==> src/sv/asd_pkg.sv <==
// asd_pkg: shared constants and types of the abelian square detector
// used by asd_cell, asd_penc and abelian_square_detector; no dependencies
`default_nettype none

package asd_pkg;

    localparam int MAX_PERIOD  = 40;
    localparam int HIST_DEPTH  = 2 * MAX_PERIOD;
    localparam int NUM_LETTERS = 4;
    localparam int SYM_W       = 2;
    localparam int CFG_W       = 6;
    localparam int FILL_W      = $clog2(HIST_DEPTH + 1);
    localparam int PER_W       = $clog2(MAX_PERIOD + 1);
    localparam int DIFF_W      = $clog2(2 * MAX_PERIOD + 1);
    localparam int OUT_PER_W   = 6;
    localparam int IN_DATA_W   = 8;
    localparam int OUT_DATA_W  = 8;

    localparam logic [CFG_W-1:0] CFG_RESET = CFG_W'(40);

    // control handed to every cell with an accepted symbol
    typedef struct packed {
        logic              en;
        logic              fresh;
        logic [SYM_W-1:0]  sym;
        logic [FILL_W-1:0] fill_pre;
        logic [FILL_W-1:0] fill_post;
    } t_cell_ctl;

endpackage

`default_nettype wire

==> src/sv/abelian_square_detector.sv <==
// abelian_square_detector: top level, chain of period cells and result stage
// depends on asd_pkg, asd_cell, asd_penc
//
// usage
//   input stream: one quaternary letter per transaction in i_s_tdata, i_s_tuser
//   marks the first letter of a new word. output stream: one transaction per
//   input letter, in order, telling whether an abelian square of period
//   2..max_period ends at that letter, the shortest such period and the
//   sticky "no square yet" flag of the word.
//   cfg channel writes max_period (reset value 40, clamped to 40, values
//   below 2 disable detection); write it only while the block is idle.
//   the cells register the matches of each accepted letter, and the output
//   register takes the shortest matching period from them.
//   throughput: one letter per cycle while the output is not stalled; every
//   period has its own cell that updates its letter count difference in the
//   same cycle, and the shortest period is picked from the registered matches.
//   a stalled output holds both stages; o_s_tready drops until the output
//   register is taken.
//   reset (synchronous, active low) empties the pipe, restores max_period,
//   starts a new word and sets the clean flag; no clearing pass is needed.
`default_nettype none

module abelian_square_detector (
    input  wire logic                              i_clk,
    input  wire logic                              i_rst_n,
    input  wire logic                              i_s_tvalid,
    output logic                                   o_s_tready,
    // [1:0] symbol, [7:2] zero
    input  wire logic [asd_pkg::IN_DATA_W-1:0]     i_s_tdata,
    // [0] start_word
    input  wire logic [0:0]                        i_s_tuser,
    output logic                                   o_m_tvalid,
    input  wire logic                              i_m_tready,
    // [0] square_ends_here, [6:1] shortest_period, [7] clean_so_far
    output logic      [asd_pkg::OUT_DATA_W-1:0]    o_m_tdata,
    input  wire logic                              i_cfg_valid,
    output logic                                   o_cfg_ready,
    input  wire logic [asd_pkg::CFG_W-1:0]         i_cfg_data
);
    import asd_pkg::*;

    logic [CFG_W-1:0]     r_max_period;
    logic [FILL_W-1:0]    r_fill;
    logic                 r_pend;
    logic                 r_pend_start;
    logic                 r_clean;
    logic                 r_out_valid;
    logic                 r_out_sq;
    logic [PER_W-1:0]     r_out_per;
    logic                 r_out_clean;

    logic                 w_advance;
    logic                 w_accept;
    logic                 w_fresh;
    logic [FILL_W-1:0]    w_fill_pre;
    logic [FILL_W-1:0]    w_fill_post;
    t_cell_ctl            w_ctl;
    logic [SYM_W-1:0]     w_hist [HIST_DEPTH];
    logic [MAX_PERIOD-1:0] w_match;
    logic                 w_found;
    logic [PER_W-1:0]     w_period;
    logic                 n_clean;

    assign w_advance  = !r_out_valid || i_m_tready;
    assign w_accept   = i_s_tvalid && w_advance;
    assign o_s_tready = w_advance;
    assign o_cfg_ready = 1'b1;

    assign w_fresh     = i_s_tuser[0] || (r_fill == '0);
    assign w_fill_pre  = w_fresh ? '0 : r_fill;
    assign w_fill_post = (w_fill_pre == FILL_W'(HIST_DEPTH)) ? w_fill_pre : w_fill_pre + 1'b1;

    assign w_ctl.en        = w_accept;
    assign w_ctl.fresh     = w_fresh;
    assign w_ctl.sym       = i_s_tdata[SYM_W-1:0];
    assign w_ctl.fill_pre  = w_fill_pre;
    assign w_ctl.fill_post = w_fill_post;

    // cell p holds history slots 2p-2 and 2p-1, newest first
    for (genvar p = 1; p <= MAX_PERIOD; p++) begin : g_cell
        logic [SYM_W-1:0] w_feed;

        if (p == 1) begin : g_head
            assign w_feed = i_s_tdata[SYM_W-1:0];
        end else begin : g_link
            assign w_feed = w_hist[2*p-3];
        end

        asd_cell u_cell (
            .i_clk      (i_clk),
            .i_ctl      (w_ctl),
            .i_period   (PER_W'(p)),
            .i_sym_in   (w_feed),
            .i_tap_near (w_hist[p-1]),
            .i_tap_far  (w_hist[2*p-1]),
            .o_slot0    (w_hist[2*p-2]),
            .o_slot1    (w_hist[2*p-1]),
            .o_match    (w_match[p-1])
        );
    end

    asd_penc u_penc (
        .i_match      (w_match),
        .i_max_period (r_max_period),
        .o_found      (w_found),
        .o_period     (w_period)
    );

    assign n_clean = (r_pend_start || r_clean) && !w_found;

    always_ff @(posedge i_clk) begin
        if (!i_rst_n) begin
            r_max_period <= CFG_RESET;
            r_fill       <= '0;
            r_pend       <= 1'b0;
            r_pend_start <= 1'b0;
            r_clean      <= 1'b1;
            r_out_valid  <= 1'b0;
        end else begin
            if (i_cfg_valid) begin
                r_max_period <= i_cfg_data;
            end
            if (w_accept) begin
                r_fill <= w_fill_post;
            end
            if (w_advance) begin
                r_pend       <= w_accept;
                r_pend_start <= i_s_tuser[0];
                r_out_valid  <= r_pend;
                if (r_pend) begin
                    r_clean <= n_clean;
                end
            end
        end
    end

    always_ff @(posedge i_clk) begin
        if (w_advance && r_pend) begin
            r_out_sq    <= w_found;
            r_out_per   <= w_found ? w_period : '0;
            r_out_clean <= n_clean;
        end
    end

    assign o_m_tvalid = r_out_valid;
    assign o_m_tdata  = {r_out_clean, OUT_PER_W'(r_out_per), r_out_sq};

    // result fields agree with each other
    a_sq_has_period: assert property (@(posedge i_clk) disable iff (!i_rst_n)
        r_out_valid && r_out_sq |-> r_out_per >= PER_W'(2))
        else $error("square reported without a valid period");

    a_no_sq_no_period: assert property (@(posedge i_clk) disable iff (!i_rst_n)
        r_out_valid && !r_out_sq |-> r_out_per == '0)
        else $error("period given without a square");

    a_sq_not_clean: assert property (@(posedge i_clk) disable iff (!i_rst_n)
        r_out_valid && r_out_sq |-> !r_out_clean)
        else $error("clean flag set at a square");

    a_fill_bound: assert property (@(posedge i_clk) disable iff (!i_rst_n)
        r_fill <= FILL_W'(HIST_DEPTH))
        else $error("fill count beyond history depth");

    a_clean_falls_on_square: assert property (@(posedge i_clk) disable iff (!i_rst_n)
        $fell(r_clean) |-> $past(r_pend && w_advance && w_found))
        else $error("clean flag cleared without a square");

endmodule

`default_nettype wire

==> src/sv/asd_cell.sv <==
// asd_cell: one period of the chain; two history slots and the letter count difference
// depends on asd_pkg
`default_nettype none

module asd_cell (
    input  wire logic                       i_clk,
    input  wire asd_pkg::t_cell_ctl         i_ctl,
    input  wire logic [asd_pkg::PER_W-1:0]  i_period,
    input  wire logic [asd_pkg::SYM_W-1:0]  i_sym_in,
    input  wire logic [asd_pkg::SYM_W-1:0]  i_tap_near,
    input  wire logic [asd_pkg::SYM_W-1:0]  i_tap_far,
    output logic      [asd_pkg::SYM_W-1:0]  o_slot0,
    output logic      [asd_pkg::SYM_W-1:0]  o_slot1,
    output logic                            o_match
);
    import asd_pkg::*;

    logic [SYM_W-1:0]  r_slot0;
    logic [SYM_W-1:0]  r_slot1;
    logic [DIFF_W-1:0] r_d [NUM_LETTERS];
    logic [DIFF_W-1:0] n_d [NUM_LETTERS];
    logic              r_match;
    logic              n_match;
    logic [FILL_W-1:0] w_once;
    logic [FILL_W-1:0] w_twice;
    logic              w_near_ok;
    logic              w_far_ok;

    assign w_once    = FILL_W'(i_period);
    assign w_twice   = FILL_W'({i_period, 1'b0});
    assign w_near_ok = (i_ctl.fill_pre >= w_once);
    assign w_far_ok  = (i_ctl.fill_pre >= w_twice);

    // near half gains the new symbol and loses tap p-1 to the far half,
    // far half loses tap 2p-1
    always_comb begin
        logic [DIFF_W-1:0] base;
        logic              all_zero;
        all_zero = 1'b1;
        for (int c = 0; c < NUM_LETTERS; c++) begin
            base = i_ctl.fresh ? '0 : r_d[c];
            n_d[c] = base
                   + DIFF_W'(i_ctl.sym == SYM_W'(c))
                   - DIFF_W'({(w_near_ok && i_tap_near == SYM_W'(c)), 1'b0})
                   + DIFF_W'(w_far_ok && i_tap_far == SYM_W'(c));
            if (n_d[c] != '0) begin
                all_zero = 1'b0;
            end
        end
        n_match = all_zero && (i_ctl.fill_post >= w_twice);
    end

    always_ff @(posedge i_clk) begin
        if (i_ctl.en) begin
            r_slot0 <= i_sym_in;
            r_slot1 <= r_slot0;
            r_d     <= n_d;
            r_match <= n_match;
        end
    end

    assign o_slot0 = r_slot0;
    assign o_slot1 = r_slot1;
    assign o_match = r_match;

endmodule

`default_nettype wire

==> src/sv/asd_penc.sv <==
// asd_penc: shortest matching period within the configured limit
// depends on asd_pkg
`default_nettype none

module asd_penc (
    input  wire logic [asd_pkg::MAX_PERIOD-1:0] i_match,
    input  wire logic [asd_pkg::CFG_W-1:0]      i_max_period,
    output logic                                o_found,
    output logic      [asd_pkg::PER_W-1:0]      o_period
);
    import asd_pkg::*;

    localparam int NGRP = (MAX_PERIOD + 7) / 8;
    localparam int LIM_W = (PER_W > CFG_W) ? PER_W + 1 : CFG_W + 1;

    logic [LIM_W-1:0]    w_limit;
    logic [NGRP*8-1:0]   w_mask;
    logic [NGRP-1:0]     w_any;
    logic [2:0]          w_idx [NGRP];

    assign w_limit = (LIM_W'(i_max_period) > LIM_W'(MAX_PERIOD))
                   ? LIM_W'(MAX_PERIOD) : LIM_W'(i_max_period);

    // bit j stands for period j+1
    always_comb begin
        w_mask = '0;
        for (int j = 0; j < MAX_PERIOD; j++) begin
            w_mask[j] = i_match[j] && (j >= 1) && (LIM_W'(j + 1) <= w_limit);
        end
    end

    always_comb begin
        for (int g = 0; g < NGRP; g++) begin
            w_any[g] = |w_mask[g*8 +: 8];
            w_idx[g] = '0;
            for (int k = 7; k >= 0; k--) begin
                if (w_mask[g*8 + k]) begin
                    w_idx[g] = 3'(k);
                end
            end
        end
    end

    always_comb begin
        o_found  = |w_any;
        o_period = '0;
        for (int g = NGRP - 1; g >= 0; g--) begin
            if (w_any[g]) begin
                o_period = PER_W'(g * 8 + int'(w_idx[g]) + 1);
            end
        end
    end

endmodule

`default_nettype wire
==> config.mk <==
export PLATFORM = sky130hd
export DESIGN_NAME = abelian_square_detector
export DESIGN_NICKNAME = d
export VERILOG_FILES = /design/src/sv/asd_pkg.sv /design/src/sv/abelian_square_detector.sv /design/src/sv/asd_cell.sv /design/src/sv/asd_penc.sv
export SDC_FILE = /design/constraint.sdc
export NUM_CORES = 2
export LEC_CHECK = 0
export ABC_AREA = 1
export BUFFER_PORTS_ARGS = -buffer_cell sky130_fd_sc_hd__buf_4
export CORE_UTILIZATION = 55
export CTS_BUF_LIST = sky130_fd_sc_hd__clkbuf_16
export CTS_CLUSTER_DIAMETER = 200
export CTS_CLUSTER_SIZE = 24
export DETAILED_ROUTE_END_ITERATION = 12
export PLACE_DENSITY = 0.79
export SLEW_MARGIN = 20
export SYNTH_ARGS = -nofsm -noshare
export SYNTH_HDL_FRONTEND = slang
export SYNTH_SLANG_ARGS = --single-unit
==> constraint.sdc <==
create_clock -name i_clk -period 69 [get_ports i_clk]
set_input_delay 6.9 -clock i_clk [delete_from_list [all_inputs] [get_ports i_clk]]
set_output_delay 6.9 -clock i_clk [all_outputs]
set_load 0.005 [all_outputs]
## Yosys cells after proc, flatten, opt, wreduce, memory -nomap -nowiden

Index checks and enable logic that the tools add are counted.
W data, S select, Z words.

- Word-level logic and storage cells: 1,986
- Memory bits (writable): 0
- Latch bits: 0
- Output and inout bits: 11
- Memories: 0
- Memory bits (read-only): 0
- Input bits: 20
- Register bits after elaboration: 1,316

- Reduce and logical (&&, ||, !) cells: 546
- Add/sub/neg operators: 478
- Bitwise logic cells: 0
- Eq/ne operators: 181
- Shift-type cells: 0
- Div/mod/pow operators: 0
- Multiply operators: 0
- Multiplexer cells: 359
- Magnitude comparators: 138

Operator list:

| kind | number |
|---|---|
| $add A7 B1 Y7 | 312 |
| $mux W7 | 158 |
| $reduce_bool A7 Y1 | 156 |
| $sub A7 B2 Y7 | 156 |
| $logic_and A1 B1 Y1 | 317 |
| $ge A7 B6 Y1 const B | 36 |
| $eq A2 B2 Y1 const B | 120 |
| $ge A7 B5 Y1 const B | 24 |
| $mux W1 | 156 |
| $ge A7 B7 Y1 const B | 18 |
| $eq A2 B1 Y1 const B | 60 |
| $logic_not A2 Y1 | 60 |
| $mux W3 | 39 |
| $le A5 B7 Y1 const A | 16 |
| $ge A7 B4 Y1 const B | 12 |
| $le A6 B7 Y1 const A | 9 |
| $le A4 B7 Y1 const A | 8 |
| $ge A7 B3 Y1 const B | 6 |
| $reduce_or A39 Y1 | 1 |
| $mux W6 | 6 |
| $reduce_or A8 Y1 | 4 |
| $le A3 B7 Y1 const A | 4 |
| $add A6 B2 Y6 const B | 4 |
| $ge A7 B2 Y1 const B | 2 |
| other kinds (13) | 18 |

## Longest topological paths before layout

- Depth after elaboration: 19
- Depth in mapped cells: 28
- Depth with buffers taken out: 28

## By module

From an unflattened synthesis, not the netlist that was laid out.

- Cell total of the unflattened synthesis: 16,467
- Area total of the unflattened synthesis: 122,004.5 µm²

By module, submodules not included:

| module | seq. area each (µm²) | cells an instance | area an instance (µm²) | times used |
|---|---|---|---|---|
| asd_cell at g_cell[22].u_cell ... | 991.0 | 400 | 2,979.1 | 20 |
| asd_cell at g_cell[14].u_cell ... | 991.0 | 401 | 2,984.1 | 15 |
| asd_cell at g_cell[10].u_cell ... | 991.0 | 401 | 2,994.1 | 4 |
| asd_cell at g_cell[13].u_cell | 991.0 | 401 | 3,025.4 | 1 |
| asd_penc | 0.0 | 289 | 1,470.2 | 1 |
| abelian_square_detector | 580.6 | 158 | 1,188.6 | 1 |

## Least setup slack after synthesis

No wires, ideal clock.

- Kind: input -> register
- From: in i_m_tready
- To: reg r_fill[0]
- Data required time: 68.745 ns
- Arrival: 34.789 ns
- Slack: 33.956 ns
- Cell stages on the path: 6
- Buffers on the path: 0
- Setup time: 0.255 ns
- Cells stage by stage: nor2_1 -> inv_1 -> nand2_1 -> inv_1 -> o21ai_0 -> o211a_1

RTL lines:

| what | line | text |
|---|---|---|
| start, declared | abelian_square_detector.sv:33 | `input wire logic i_m_tready,` |
| end signal, assigned | abelian_square_detector.sv:124 | `r_fill <= w_fill_post;` |
| end, declared | abelian_square_detector.sv:43 | `logic [FILL_W-1:0] r_fill;` |

## Final worst setup path

- From: in i_m_tready
- To: out o_s_tready

- Longest elaborated chain between the ends: 1

Ends and longest elaborated chain:

| what | line | text |
|---|---|---|
| $logic_or A1 B1 Y1 | abelian_square_detector.sv:64 | `assign w_advance = !r_out_valid \|\| i_m_tready;` |
| end, declared | abelian_square_detector.sv:27 | `output logic o_s_tready,` |

Every way passes these cells.

==> results.md <==
- Status: complete, no violations
- Clk_lat worst skew: 750 ps
- Maximum vdd drop: around 0.018 mV
- Final wirelength: 198,000 um
- Syn nets: 10,900
- Setup-failing EPs final: 0
- Final period utilization: 20.9%
- Pre-antenna DRT Iters: 6
- Warnings from Yosys: 0
- Min cycle time layout: 14,450 ps
- Vias: 63,900
- Share of cells above drive strength 1: under 10%
- Hold WC Path Type: flop to flop
- Vias/cell: between 5 and 6
- Final hold vios: 0
- CTS max path bufs: 3
- Clock sink count: 1,316
- CP max FO: 5
- Main synth FF type: edfxtp_1
- Die W: between 400 and 500 um
- Slew headroom: 13.9%
- GRT overflow: 0
- Max-slew violation count: 0
- Cell Area, Placed: between 90,000 and 100,000 um2
- First-pass GRT wire length: 318,000 um
- Leakage power: 0.0453 uW
- Post-route DRC violation count: 0
- Maxcap violations: 0
- Final Cell Area: 93,300 um2
- H-tree levels: 2
- Gr usage total: 24.0%
- Setup TNS: 0 ps
- P&R area growth vs syn: 4.82%
- Synth Area per Inst: 9.15 um2
- CTS Buf Count: 60
- Setup crit end kind: primary output
- Root Driver: clkbuf_16
- Worst Path Required: 62,100 ps
- Starting Density: around 55%
- Count of state elements after synthesis: between 1,000 and 1,500
- Die Y: 404 um
- Core Rows: 147
- Clock Skew: 40.7 ps
- RD Place Congestion: 0.941
- Synth cell types: slightly below 50
- Post-DP HPWL: 145,000 um
- FF+latch area: 39,300 um2
- Vias in the first global route: 63,600
- Gate Count Post-Synth: 9,732
- Sequential area share after synthesis: 44.2%
- Slew at the pin closest to its max-slew limit: 1290 ps
- Initial antenna violation count: 1
- # fillers: 13,200
- WP data arrival: 7550 ps
- Nets: 10,800
- Startpoint type of the worst setup path: primary input
- Ys async rst share: 0%
- Fmax: 69.2 MHz
- Routed len/inst: 16.6 um
- # Post-CTS Setup Buffers: 0
- Multi-input logic area: 41,400 um2
- Post-CTS Hold Buffers: 0
- Largest net degree at the start of global routing: 181
- Worst-path clk slew: 100 ps
- Antenna-violating nets left: 0
- Die area: 163,000 um2
- PwrDens: just over 30 nW/um2
- Core area: 161,000 um2
- Number of flops mapped to enable cells by yosys: 1,299
- Commonest non-fill, non-tap cell in the layout: inv_1
- Synthesized area: just under 90,000 um2
- Detailed Route Iter0 Violations: 5,723
- Critical path class: primary input to primary output
- # resized after CTS: 0
- Most frequent cells in the layout: 2,050 x inv_1, 1,933 x nand2_1, 1,299 x edfxtp_1
- CTS tree: built
- RSZ-0062 raised after global routing: no
- Number of top-level pins: 31
- Port bufs: 23
-- sequential cells by signal, indices dropped and copies added, names as in the netlist --
name / count
g_cell.u_cell.r_d: 1092
g_cell.u_cell.o_slot0: 80
g_cell.u_cell.o_slot1: 80
g_cell.u_cell.o_match: 39
r_fill: 7
r_max_period: 6
r_out_per: 6
o_m_tvalid: 1
r_clean: 1
r_out_clean: 1
r_out_sq: 1
r_pend: 1
r_pend_start: 1
-- layout make-up --
class | count | share of cell area [%]
Sequential cell | 1316 | 42.2
Multi-Input combinational cell | 6231 | 44.3
Clock buffer | 61 | 1.64
Inverter | 2052 | 8.28
Clock inverter | 29 | 0.156
Timing Repair Buffer | 60 | 0.523
Tap cell | 2160 | 2.90
Antenna cell | 2 | 0.00536
-- power by group --
part / internal (uW) / leakage, uW / switching (uW)
sequential: 1190 / 0.0130 / 87.1
combinational: 464 / 0.0314 / 743
clock: 164 / 0.000913 / 258
-- through the flow --
stage / utilization (%) / hold slack, ps / total power (uW) / setup WS (ps) / instances
6_report: 58.1 / 417 / 2910 / 54560 / 11900
5_1_grt: 58.1 / 429 / 3120 / 54540 / 11900
4_1_cts: 58.1 / 421 / 2910 / 54580 / 11900
3_5_place_dp: 57.1 / 405 / 2490 / 54580 / 11800
3_3_place_gp: 57.1 / 401 / 2410 / 54620 / 11800
2_1_floorplan: - / 400 / 2270 / 33960 / 9732
-- per-layer routing --
metal	global-route usage [%]	vias up	part of all wire (%)
li1	-	31600	-
met1	31.3	30200	42
met2	41.5	1806	48
met3	2.65	319	6.2
met4	8.01	0	3.7
met5	0	-	0
-- worst max-delay path, stage by stage --
cell	delay, ps
buf_4	110
nor2_1	230
inv_1	150
buf_4	160
-- cells by family after synthesis --
family	Yosys count	share of synthesized area, %
flops	1316	44.2
xor+xnor	836	8.25
other cells	1	0.00421
buf+inv	2185	9.37
fa+ha+maj	1101	16.8
simple gates	3328	15.6
compound gates	965	5.80
-- worst paths after layout --
kind	start	end	slack (ps)	depth (start not counted)
setup / recovery	i_m_tready	o_s_tready	54560	4
hold / removal	g_cell[31].u_cell.o_slot0[1]$_DFFE_PP_	g_cell[31].u_cell.o_slot1[1]$_DFFE_PP_	420	0
setup reg to reg	r_fill[2]$_SDFFE_PN0P_	g_cell[29].u_cell.o_match$_DFFE_PP_	62690	20
hold reg to reg	g_cell[31].u_cell.o_slot0[1]$_DFFE_PP_	g_cell[31].u_cell.o_slot1[1]$_DFFE_PP_	420	0
-- synth_stat cells, types with 2 or more instances --
master	instances	share of area (%)
a21o_1	82	0.69
a21oi_1	490	2.8
a31oi_1	2	0.014
buf_1	9	0.038
buf_2	72	0.40
buf_4	11	0.093
clkbuf_1	40	0.17
dfxtp_1	17	0.38
edfxtp_1	1299	44
fa_1	156	3.5
ha_1	945	13
inv_1	2029	8.6
inv_2	21	0.089
nand2_1	1934	8.2
nand2_2	7	0.049
nand3_1	285	1.6
nand3b_1	9	0.076
nand4_1	109	0.77
nor2_1	617	2.6
nor2_2	11	0.077
nor2_4	9	0.11
nor3_1	245	1.4
nor3b_1	14	0.12
nor4_1	69	0.48
o211ai_1	5	0.042
o211ai_2	2	0.028
o21ai_0	343	1.9
o21ai_1	9	0.051
o21ai_2	2	0.020
o21bai_1	17	0.14
o221ai_1	8	0.079
or2_2	14	0.098
xnor2_1	287	2.8
xor2_1	548	5.4
Power figures use the tool's default switching activity.
